$ cat config.mk
export PLATFORM = sky130hd
export DESIGN_NAME = cartridge_bank_mapper
export DESIGN_NICKNAME = d
export VERILOG_FILES = /design/src/rtl/cbm_pkg.sv /design/src/rtl/cbm_decode.sv /design/src/rtl/cartridge_bank_mapper.sv
export SDC_FILE = /design/constraint.sdc
export NUM_CORES = 1
export LEC_CHECK = 0
export ABC_AREA = 1
export BUFFER_PORTS_ARGS = -buffer_cell sky130_fd_sc_hd__buf_2
export CORE_UTILIZATION = 41
export CTS_CLUSTER_SIZE = 20
export DETAILED_ROUTE_END_ITERATION = 6
export PLACE_DENSITY_LB_ADDON = 0.15
export SETUP_SLACK_MARGIN = 0.5
export SYNTH_ARGS = -nofsm -noshare
export SYNTH_HDL_FRONTEND = slang
export SYNTH_SLANG_ARGS = --single-unit
$ cat constraint.sdc
create_clock -name clk -period 3.6 [get_ports clk]
set_input_delay 0.54 -clock clk [delete_from_list [all_inputs] [get_ports clk]]
set_output_delay 0.54 -clock clk [all_outputs]
set_load 0.02 [all_outputs]
$ cat src/rtl/cbm_pkg.sv
// Shared types, codes and mask tables for the cartridge bank mapper.
// No dependencies; used by cbm_decode and cartridge_bank_mapper.
package cbm_pkg;

  localparam int ADDR_W  = 16;
  localparam int BYTE_W  = 8;
  localparam int EXT_W   = 23;
  localparam int ROMSZ_W = 4;
  localparam int RAMSZ_W = 3;
  localparam int CFG_IDX_W = 1;
  localparam int CFG_DAT_W = 4;
  localparam int IN_DATA_W  = 24;  // address + byte
  localparam int OUT_DATA_W = 40;  // 23 + 8 + 8, padded to whole bytes

  localparam logic [CFG_IDX_W-1:0] CFG_ROM_SIZE = 1'b0;
  localparam logic [CFG_IDX_W-1:0] CFG_RAM_SIZE = 1'b1;

  localparam logic [BYTE_W-1:0] RAM_EN_KEY   = 8'h0A;
  localparam logic [BYTE_W-1:0] OPEN_BUS_VAL = 8'hFF;

  typedef enum logic [1:0] {
    KIND_NONE      = 2'd0,
    KIND_ROM_READ  = 2'd1,
    KIND_RAM_READ  = 2'd2,
    KIND_RAM_WRITE = 2'd3
  } access_kind_t;

  typedef struct packed {
    logic       ram_en;
    logic [7:0] rom_low;
    logic       rom_high;
    logic [3:0] ram_sel;
  } bank_state_t;

  typedef struct packed {
    access_kind_t      kind;
    logic [EXT_W-1:0]  ext_addr;
    logic [BYTE_W-1:0] wbyte;
    logic [BYTE_W-1:0] fixed;
  } map_result_t;

  // low ROM bank mask from header size code; codes above 7 saturate
  function automatic logic [7:0] rom_mask(input logic [ROMSZ_W-1:0] code);
    logic [7:0] m;
    case (code)
      4'd0:    m = 8'h00;
      4'd1:    m = 8'h03;
      4'd2:    m = 8'h07;
      4'd3:    m = 8'h0F;
      4'd4:    m = 8'h1F;
      4'd5:    m = 8'h3F;
      4'd6:    m = 8'h7F;
      default: m = 8'hFF;
    endcase
    return m;
  endfunction

  // RAM bank mask; a single-bank part gets no select bits
  function automatic logic [3:0] ram_mask(input logic [RAMSZ_W-1:0] code);
    logic [3:0] m;
    case (code)
      3'd3:    m = 4'h3;
      3'd4:    m = 4'hF;
      3'd5:    m = 4'h7;
      default: m = 4'h0;
    endcase
    return m;
  endfunction

  function automatic logic ram_present(input logic [RAMSZ_W-1:0] code);
    return (code >= 3'd2) && (code <= 3'd5);
  endfunction

endpackage

$ cat src/rtl/cbm_decode.sv
// Address decode and bank mapping for one bus access.
// Purely combinational; uses cbm_pkg.
module cbm_decode import cbm_pkg::*; (
  input  logic                is_write,
  input  logic [ADDR_W-1:0]   addr,
  input  logic [BYTE_W-1:0]   data,
  input  logic [ROMSZ_W-1:0]  rom_code,
  input  logic [RAMSZ_W-1:0]  ram_code,
  input  bank_state_t         st,
  output bank_state_t         st_nxt,
  output map_result_t         res
);

  logic ram_ok;
  logic in_ram_win;
  logic [8:0] rom_page;
  logic [EXT_W-1:0] ram_ext;

  assign ram_ok     = st.ram_en && ram_present(ram_code);
  assign in_ram_win = (addr >= 16'hA000) && (addr <= 16'hBFFF);
  assign rom_page   = {st.rom_high, st.rom_low};
  assign ram_ext    = {6'd0, st.ram_sel, addr[12:0]};

  always_comb begin
    st_nxt       = st;
    res.kind     = KIND_NONE;
    res.ext_addr = '0;
    res.wbyte    = '0;
    res.fixed    = '0;
    if (is_write) begin
      if (addr <= 16'h1FFF) begin
        st_nxt.ram_en = (data == RAM_EN_KEY);
      end else if (addr <= 16'h2FFF) begin
        st_nxt.rom_low = data & rom_mask(rom_code);
      end else if (addr <= 16'h3FFF) begin
        // small ROMs decode the whole 0x2000-0x3FFF range as low bank
        if (rom_code > 4'd7) begin
          st_nxt.rom_high = data[0];
        end else begin
          st_nxt.rom_low = data & rom_mask(rom_code);
        end
      end else if (addr <= 16'h5FFF) begin
        if (ram_ok) begin
          st_nxt.ram_sel = data[3:0] & ram_mask(ram_code);
        end
      end else if (in_ram_win && ram_ok) begin
        res.kind     = KIND_RAM_WRITE;
        res.ext_addr = ram_ext;
        res.wbyte    = data;
      end
    end else begin
      if (addr < 16'h4000) begin
        res.kind     = KIND_ROM_READ;
        res.ext_addr = {9'd0, addr[13:0]};
      end else if (addr < 16'h8000) begin
        res.kind     = KIND_ROM_READ;
        res.ext_addr = {rom_page, addr[13:0]};
      end else if (in_ram_win) begin
        if (ram_ok) begin
          res.kind     = KIND_RAM_READ;
          res.ext_addr = ram_ext;
        end else begin
          res.fixed = OPEN_BUS_VAL;
        end
      end
    end
  end

endmodule

$ cat src/rtl/cartridge_bank_mapper.sv
// Cartridge bank mapper top level: streaming ports, bank state, pipeline.
// Depends on cbm_pkg and cbm_decode.
// Pipeline: input register, then result register; out_tvalid comes from the result register.
// Throughput: one item per cycle; out_tready low holds both stages, input stalls when full.
// Reset (sync, active low): pipeline empty, RAM disabled, ROM bank 1:0, RAM bank 0, codes 0.
module cartridge_bank_mapper import cbm_pkg::*; (
  input  logic                   clk,
  input  logic                   rst_n,
  // input item
  input  logic                   in_tvalid,
  output logic                   in_tready,
  input  logic [IN_DATA_W-1:0]   in_tdata,   // [15:0] bus_address, [23:16] bus_data
  input  logic                   in_tuser,   // [0] req_type (1 = write)
  // result item
  output logic                   out_tvalid,
  input  logic                   out_tready,
  output logic [OUT_DATA_W-1:0]  out_tdata,  // [22:0] ext_address, [30:23] write_byte,
                                             // [38:31] fixed_value, [39] zero
  output logic [1:0]             out_tuser,  // [1:0] access_kind
  // configuration
  input  logic                   cfg_we,
  input  logic [CFG_IDX_W-1:0]   cfg_index,
  input  logic [CFG_DAT_W-1:0]   cfg_wdata
);

  // header size codes
  logic [ROMSZ_W-1:0] rom_code_r;
  logic [RAMSZ_W-1:0] ram_code_r;

  // input stage
  logic               s1_vld_r;
  logic               s1_wr_r;
  logic [ADDR_W-1:0]  s1_addr_r;
  logic [BYTE_W-1:0]  s1_data_r;

  // bank registers, updated as an item leaves the input stage
  bank_state_t        bank_r;
  bank_state_t        bank_nxt;

  // result stage
  logic               out_vld_r;
  map_result_t        res_r;
  map_result_t        res_nxt;

  logic               adv;   // input stage may move into the result stage

  assign adv       = !out_vld_r || out_tready;
  assign in_tready = !s1_vld_r || adv;

  cbm_decode u_dec (
    .is_write (s1_wr_r),
    .addr     (s1_addr_r),
    .data     (s1_data_r),
    .rom_code (rom_code_r),
    .ram_code (ram_code_r),
    .st       (bank_r),
    .st_nxt   (bank_nxt),
    .res      (res_nxt)
  );

  // config writes must only arrive while idle; the block itself does not enforce this
  always_ff @(posedge clk) begin
    if (!rst_n) begin
      rom_code_r <= '0;
      ram_code_r <= '0;
    end else if (cfg_we) begin
      unique case (cfg_index)
        CFG_ROM_SIZE: rom_code_r <= cfg_wdata;
        CFG_RAM_SIZE: ram_code_r <= cfg_wdata[RAMSZ_W-1:0];
        default: ;
      endcase
    end
  end

  // input register
  always_ff @(posedge clk) begin
    if (!rst_n) begin
      s1_vld_r <= 1'b0;
    end else if (in_tready) begin
      s1_vld_r <= in_tvalid;
    end
  end

  always_ff @(posedge clk) begin
    if (in_tvalid && in_tready) begin
      s1_wr_r   <= in_tuser;
      s1_addr_r <= in_tdata[15:0];
      s1_data_r <= in_tdata[23:16];
    end
  end

  // bank state commits exactly once per item, in order
  always_ff @(posedge clk) begin
    if (!rst_n) begin
      bank_r.ram_en   <= 1'b0;
      bank_r.rom_low  <= 8'd1;
      bank_r.rom_high <= 1'b0;
      bank_r.ram_sel  <= 4'd0;
    end else if (s1_vld_r && adv) begin
      bank_r <= bank_nxt;
    end
  end

  // result register
  always_ff @(posedge clk) begin
    if (!rst_n) begin
      out_vld_r <= 1'b0;
    end else if (adv) begin
      out_vld_r <= s1_vld_r;
    end
  end

  always_ff @(posedge clk) begin
    if (s1_vld_r && adv) begin
      res_r <= res_nxt;
    end
  end

  assign out_tvalid = out_vld_r;
  assign out_tuser  = res_r.kind;
  assign out_tdata  = {1'b0, res_r.fixed, res_r.wbyte, res_r.ext_addr};

endmodule

# ---- Yosys cells after proc, flatten, opt, wreduce, memory -nomap -nowiden
# Index checks and enable logic that the tools add are counted.
dict set report word_totals {
  input_bits 35
  elab_cells 98
  ff_bits 89
}
dict set report op_classes {
  order_cmp 11
  mux 31
  n_bitwise 10
  n_eq_ne 11
  n_reduce_logical 20
}
# op count
set ops {}
lappend ops {{two-way mux 33 bit} 5}
lappend ops {{two-way mux 25 bit} 5}
lappend ops {{two-way mux 8 bit} 11}
lappend ops {{one-hot mux 8 bit (7 select lines)} 1}
lappend ops {{less-or-equal comparator 16 x 14 -> 1 bit, second input constant} 2}
lappend ops {{two-way mux 4 bit} 6}
lappend ops {{bitwise AND 8 bit} 2}
lappend ops {{greater-or-equal comparator 16 bit, second input constant} 1}
lappend ops {{less-or-equal comparator 16 x 13 -> 1 bit, second input constant} 1}
lappend ops {{less-or-equal comparator 16 x 15 -> 1 bit, second input constant} 1}
lappend ops {{less-or-equal comparator 16 bit, second input constant} 1}
lappend ops {{less-than comparator 16 x 15 -> 1 bit, second input constant} 1}
lappend ops {{less-than comparator 16 bit, second input constant} 1}
lappend ops {{equality test 4 x 3 -> 1 bit, second input constant} 3}
lappend ops {{one-hot mux 4 bit (3 select lines)} 1}
lappend ops {{two-way mux 9 bit} 1}
lappend ops {{equality test 4 x 2 -> 1 bit, second input constant} 2}
lappend ops {{equality test 8 x 4 -> 1 bit, second input constant} 1}
lappend ops {{NOT 1 bit} 7}
lappend ops {{AND reduction 7 bit} 1}
lappend ops {{equality test 3 bit, second input constant} 2}
lappend ops {{logical AND 1 bit} 6}
lappend ops {{AND reduction 6 bit} 1}
lappend ops {{OR reduction 6 bit} 1}
lappend ops {{16 further kinds} 19}

# ---- Depth between registers and ports, before layout
dict set report logic_depth {
  ltp_word 11
  mapped_depth 8
  mapped_depth_nobuf 8
}

# ---- Hierarchy
# Synthesis repeated with hierarchy kept, for this count alone.
dict set report hier_totals {
  hier_cells 402
  hier_area_um2 3973.8
}
# module cells_each n_inst area_each_um2 seq_area_each_um2
set by_module_without_submodules {}
lappend by_module_without_submodules {cartridge_bank_mapper 204 1 3000.4 2442.3}
lappend by_module_without_submodules {cbm_decode 198 1 973.4 0.0}

# ---- Worst setup path before layout
# No wires, ideal clock.
dict set report synth_path {
  kind {in2reg}
  start {input out_tready}
  end {register bank_r[11] in the netlist's numbering}
  setup_slack_ps 1640
  path_buffers 1
  setup_ps 113
  cell_stages 6
  t_arrival_ps 1847
  path_cell_list {inv_1 > a21oi_4 > nand4_4 > buf_6 > nor2_1 > nor2_1}
}
dict set report synth_between {
  elab_chain_cells 3
}
# element line
set synth_lines {}
lappend synth_lines {{start: declaration} cartridge_bank_mapper.sv:16} ;# input logic out_tready,
lappend synth_lines {{logical OR 1 bit} cartridge_bank_mapper.sv:47} ;# assign adv = !out_vld_r || out_tready;
lappend synth_lines {{logical AND 1 bit} cartridge_bank_mapper.sv:99} ;# end else if (s1_vld_r && adv) begin
lappend synth_lines {{AND reduction 5 bit (no source line)} --}
lappend synth_lines {{end signal: assignment} cartridge_bank_mapper.sv:100} ;# bank_r <= bank_nxt;
lappend synth_lines {{end: declaration} cartridge_bank_mapper.sv:37} ;# bank_state_t bank_r;
# Every way passes these cells.
# A chain may end at the register's enable or synchronous reset.

# ---- Final worst setup path
dict set report layout_path {
  start {register s1_vld_r}
  end {register bank_r[6] in the netlist's numbering}
}
dict set report layout_between {
  elab_chain_cells 2
}
# element line
set layout_lines {}
lappend layout_lines {{start: declaration} cartridge_bank_mapper.sv:31} ;# logic s1_vld_r;
lappend layout_lines {{start signal: assignment} cartridge_bank_mapper.sv:80} ;# s1_vld_r <= in_tvalid;
lappend layout_lines {{logical AND 1 bit} cartridge_bank_mapper.sv:99}
lappend layout_lines {{AND reduction 5 bit (no source line)} --}
# Every way passes these cells.

==> impl_metrics.py <==
metrics = {
    "critical_path": {
        "crit_start": "s1_vld_r",
        "end_kind": "flip-flop",
        "cp_slowest_cell": "a21oi_4",
        "arrival_ns": 1.99,
        "worst_path_most_repeated_cell": "nor2_1",
        "cp-start-kind": "flip-flop",
        "cp-endpoint": "bank_r[6]",
        "cp_top_family": "simple AND/OR/NAND/NOR gates",
        "ff2ff_path_depth": 5,
        "rrSetupSlack_ns": 1.85,
        "timing.rr.end": "bank_r[6]",
        "critPathKind": "flip-flop to flip-flop",
        "cp_max_fo": 21,
        "timing.rr.start": "s1_vld_r",
        "max_stage_delay_ns": 0.55,
        "worstPathRequired_ns": 3.84,
        "path_cells": "inv_1 > a21oi_4 > nand4_4 > nor2_1 > nor2_1",
        "critPathBufInv": 1,
        "worst-path-stages": 5,
    },
    "clocking": {
        "clk_latency_ns": 0.35,
        "cts_tree": "built",
        "cts-resized-gates": 0,
        "clockRootBuffer": "clkbuf_8",
        "cts.sinks": 82,
        "clk_transition_reported_paths_ns": 0.08,
        "hold_buffers": 0,
        "cts.path.max_buffers": 2,
        "cts_buffers": 9,
        "htreeDepth": 3,
        "postCtsSetupRepairBufs": 0,
    },
    "synthesis": {
        "syn-num-nets": 345,
        "synth.distinct_cells": 23,
        "yosys-top-cells-area": "edfxtp_1, dfxtp_1, nor2_1, inv_1, nand2_1",
        "synth_top_area_cell": "edfxtp_1",
        "yosys_warnings": 0,
        "ys_ff_latch": 82,
        "ys_seq_area_share_pct": 68.0,
        "synth.avg_cell_area_um2": 10.6,
        "netlist.area_leader.share_pct": 54.0,
        "synth_cells": 310,
        "synth_area_mm2": 0.00328,
    },
    "cells_and_area": {
        "mostFrequentLayoutCell": "buf_2",
        "fin_nets": 422,
        "area_growth_pct": 17.7,
        "nFillCells": 740,
        "n_antenna_cell": 0,
        "most-common-layout-cells": "buf_2, nor2_1, edfxtp_1, inv_1, nand2_1",
        "multi_input_area_um2": 757,
        "layout-drive-gt1-share_pct": 26.3,
        "instances_no_fill": 494,
        "fin_area_mm2": 0.00386,
        "seqCellArea_mm2": 0.00223,
    },
    "die": {
        "start_util_pct": 42.5,
        "core_mm2": 0.00773,
        "die_area_mm2": 0.00836,
        "die_h_um": 91.5,
        "ios": 79,
        "die_width_um": 91.5,
        "rows": 32,
    },
    "sta": {
        "finalCritPeriodShare_pct": 48.7,
        "drv_slew": 0,
        "min_period_ns": 1.75,
        "final.setup_skew_ns": 0.00444,
        "maxSlewHeadroom_pct": 34.4,
        "setup_viol": 0,
        "hold_viol_final": 0,
        "fmax_ghz": 0.571,
        "rsz0062_at_grt": "no",
        "worst_pin_slew_ns": 0.983,
        "tns_ns": 0,
    },
    "placement": {
        "placed_cell_area_mm2": 0.00370,
        "io_buffers": 77,
        "gp_congestion": 0.857,
        "place_hpwl_mm": 4.20,
        "dp.cells": 478,
    },
    "pwr": {
        "total_power_w": 0.00176,
        "p_per_area_mw_per_mm2": 456,
        "ir_worst_vdd_uv": 200,
        "leakage_nw": 1.74,
    },
    "grt": {
        "grt_pass1_wl_mm": 9.40,
        "grt_pass1_vias": 1992,
        "grt.overflow.total": 0,
        "grt_max_degree": 26,
        "antenna_found_initial": 0,
        "grt_use_total_pct": 14.9,
    },
    "route": {
        "vias_per_cell": 4.45,
        "ant_nets": 0,
        "drt_pass1_iterations": 4,
        "vias": 2196,
        "routedWlPerCell_um": 11.6,
        "drt_first_iter_violations": 104,
        "drc": 0,
        "wirelength_mm": 5.73,
    },
    "outcome": {
        "outcome": "finished clean",
    },
    "job": {
        "maxCapViolations": 0,
    },
    "hold_path": {
        "holdCritPathClass": "input pin to flip-flop",
    },
}
[kinds of logic (layout without fill, tap and decap cells)]
group,Yosys count,after routing,share of synthesized area [%]
AOI/OAI and AO/OA,27,27,4.61
DFF,82,82,68.0
buffers and inverters,63,145,8.89
other,1,1,0.114
and+or+nand+nor,137,137,18.3
[layer usage]
metal | track usage [%] | up-vias | wire length [um]
met4 | 8.73 | 0 | 102
li1 | - | 1144 | -
met5 | 0 | - | 0
met1 | 20.2 | 964 | 2750
met3 | 3.02 | 12 | 368
met2 | 22.2 | 76 | 2510
[synthesized netlist by cell type, drive strengths merged]
cell	number
conb	1
nand4	7
a211oi	2
nor3	2
edfxtp	59
nand2	49
o21ai	12
a21oi	13
dfxtp	23
buf	10
nor2	67
clkbuf	2
nand3b	1
nand3	11
inv	51
[metrics by stage]
step / hold WS, ns / util [%] / worst slack, ns
final: 0.356 / 50.0 / 1.85
after CTS: 0.346 / 50.0 / 1.83
after global routing: 0.340 / 50.0 / 1.60
after detailed placement: 0.469 / 47.9 / 1.58
after floorplan: 0.429 / - / 1.64
after global placement: 0.459 / 47.9 / 1.61
[cell type report]
class / count / share of cell area, %
timing repair buffer: 78 / 10.2
inverter: 51 / 4.96
clock inverter: 7 / 0.940
clock buffer: 9 / 3.21
multi-input combinational: 165 / 19.6
tap: 102 / 3.31
sequential: 82 / 57.8
[where the power goes]
| group | switching, W | internal (W) |
|---|---|---|
| clock | 0.000310 | 0.000240 |
| combinational | 0.0000951 | 0.0000437 |
| sequential | 0.0000179 | 0.00105 |
[how the worst min path moves through the flow]
| stage | slack (ns) | to | startpoint | cells past startpoint |
|---|---|---|---|---|
| after floorplan | 0.43 | rom_code_r[2] | rom_code_r[2] | 2 |
| after global placement | 0.46 | rom_code_r[0] | rom_code_r[0] | 2 |
| after detailed placement | 0.47 | rom_code_r[0] | rom_code_r[0] | 2 |
| after CTS | 0.35 | s1_addr_r[0] | in_tdata[0] | 1 |
| after global routing | 0.34 | s1_addr_r[3] | in_tdata[3] | 1 |
| final | 0.36 | s1_addr_r[3] | in_tdata[3] | 1 |
[registers in the layout, indices dropped and copies added, names as in the netlist]
register    cells
s1_vld_r        1
ram_code_r      3
bank_r         14
rom_code_r      4
out_tdata      32
out_tuser       2
s1_data_r       8
s1_addr_r      16
out_tvalid      1
s1_wr_r         1
Power figures use the tool's default switching activity.
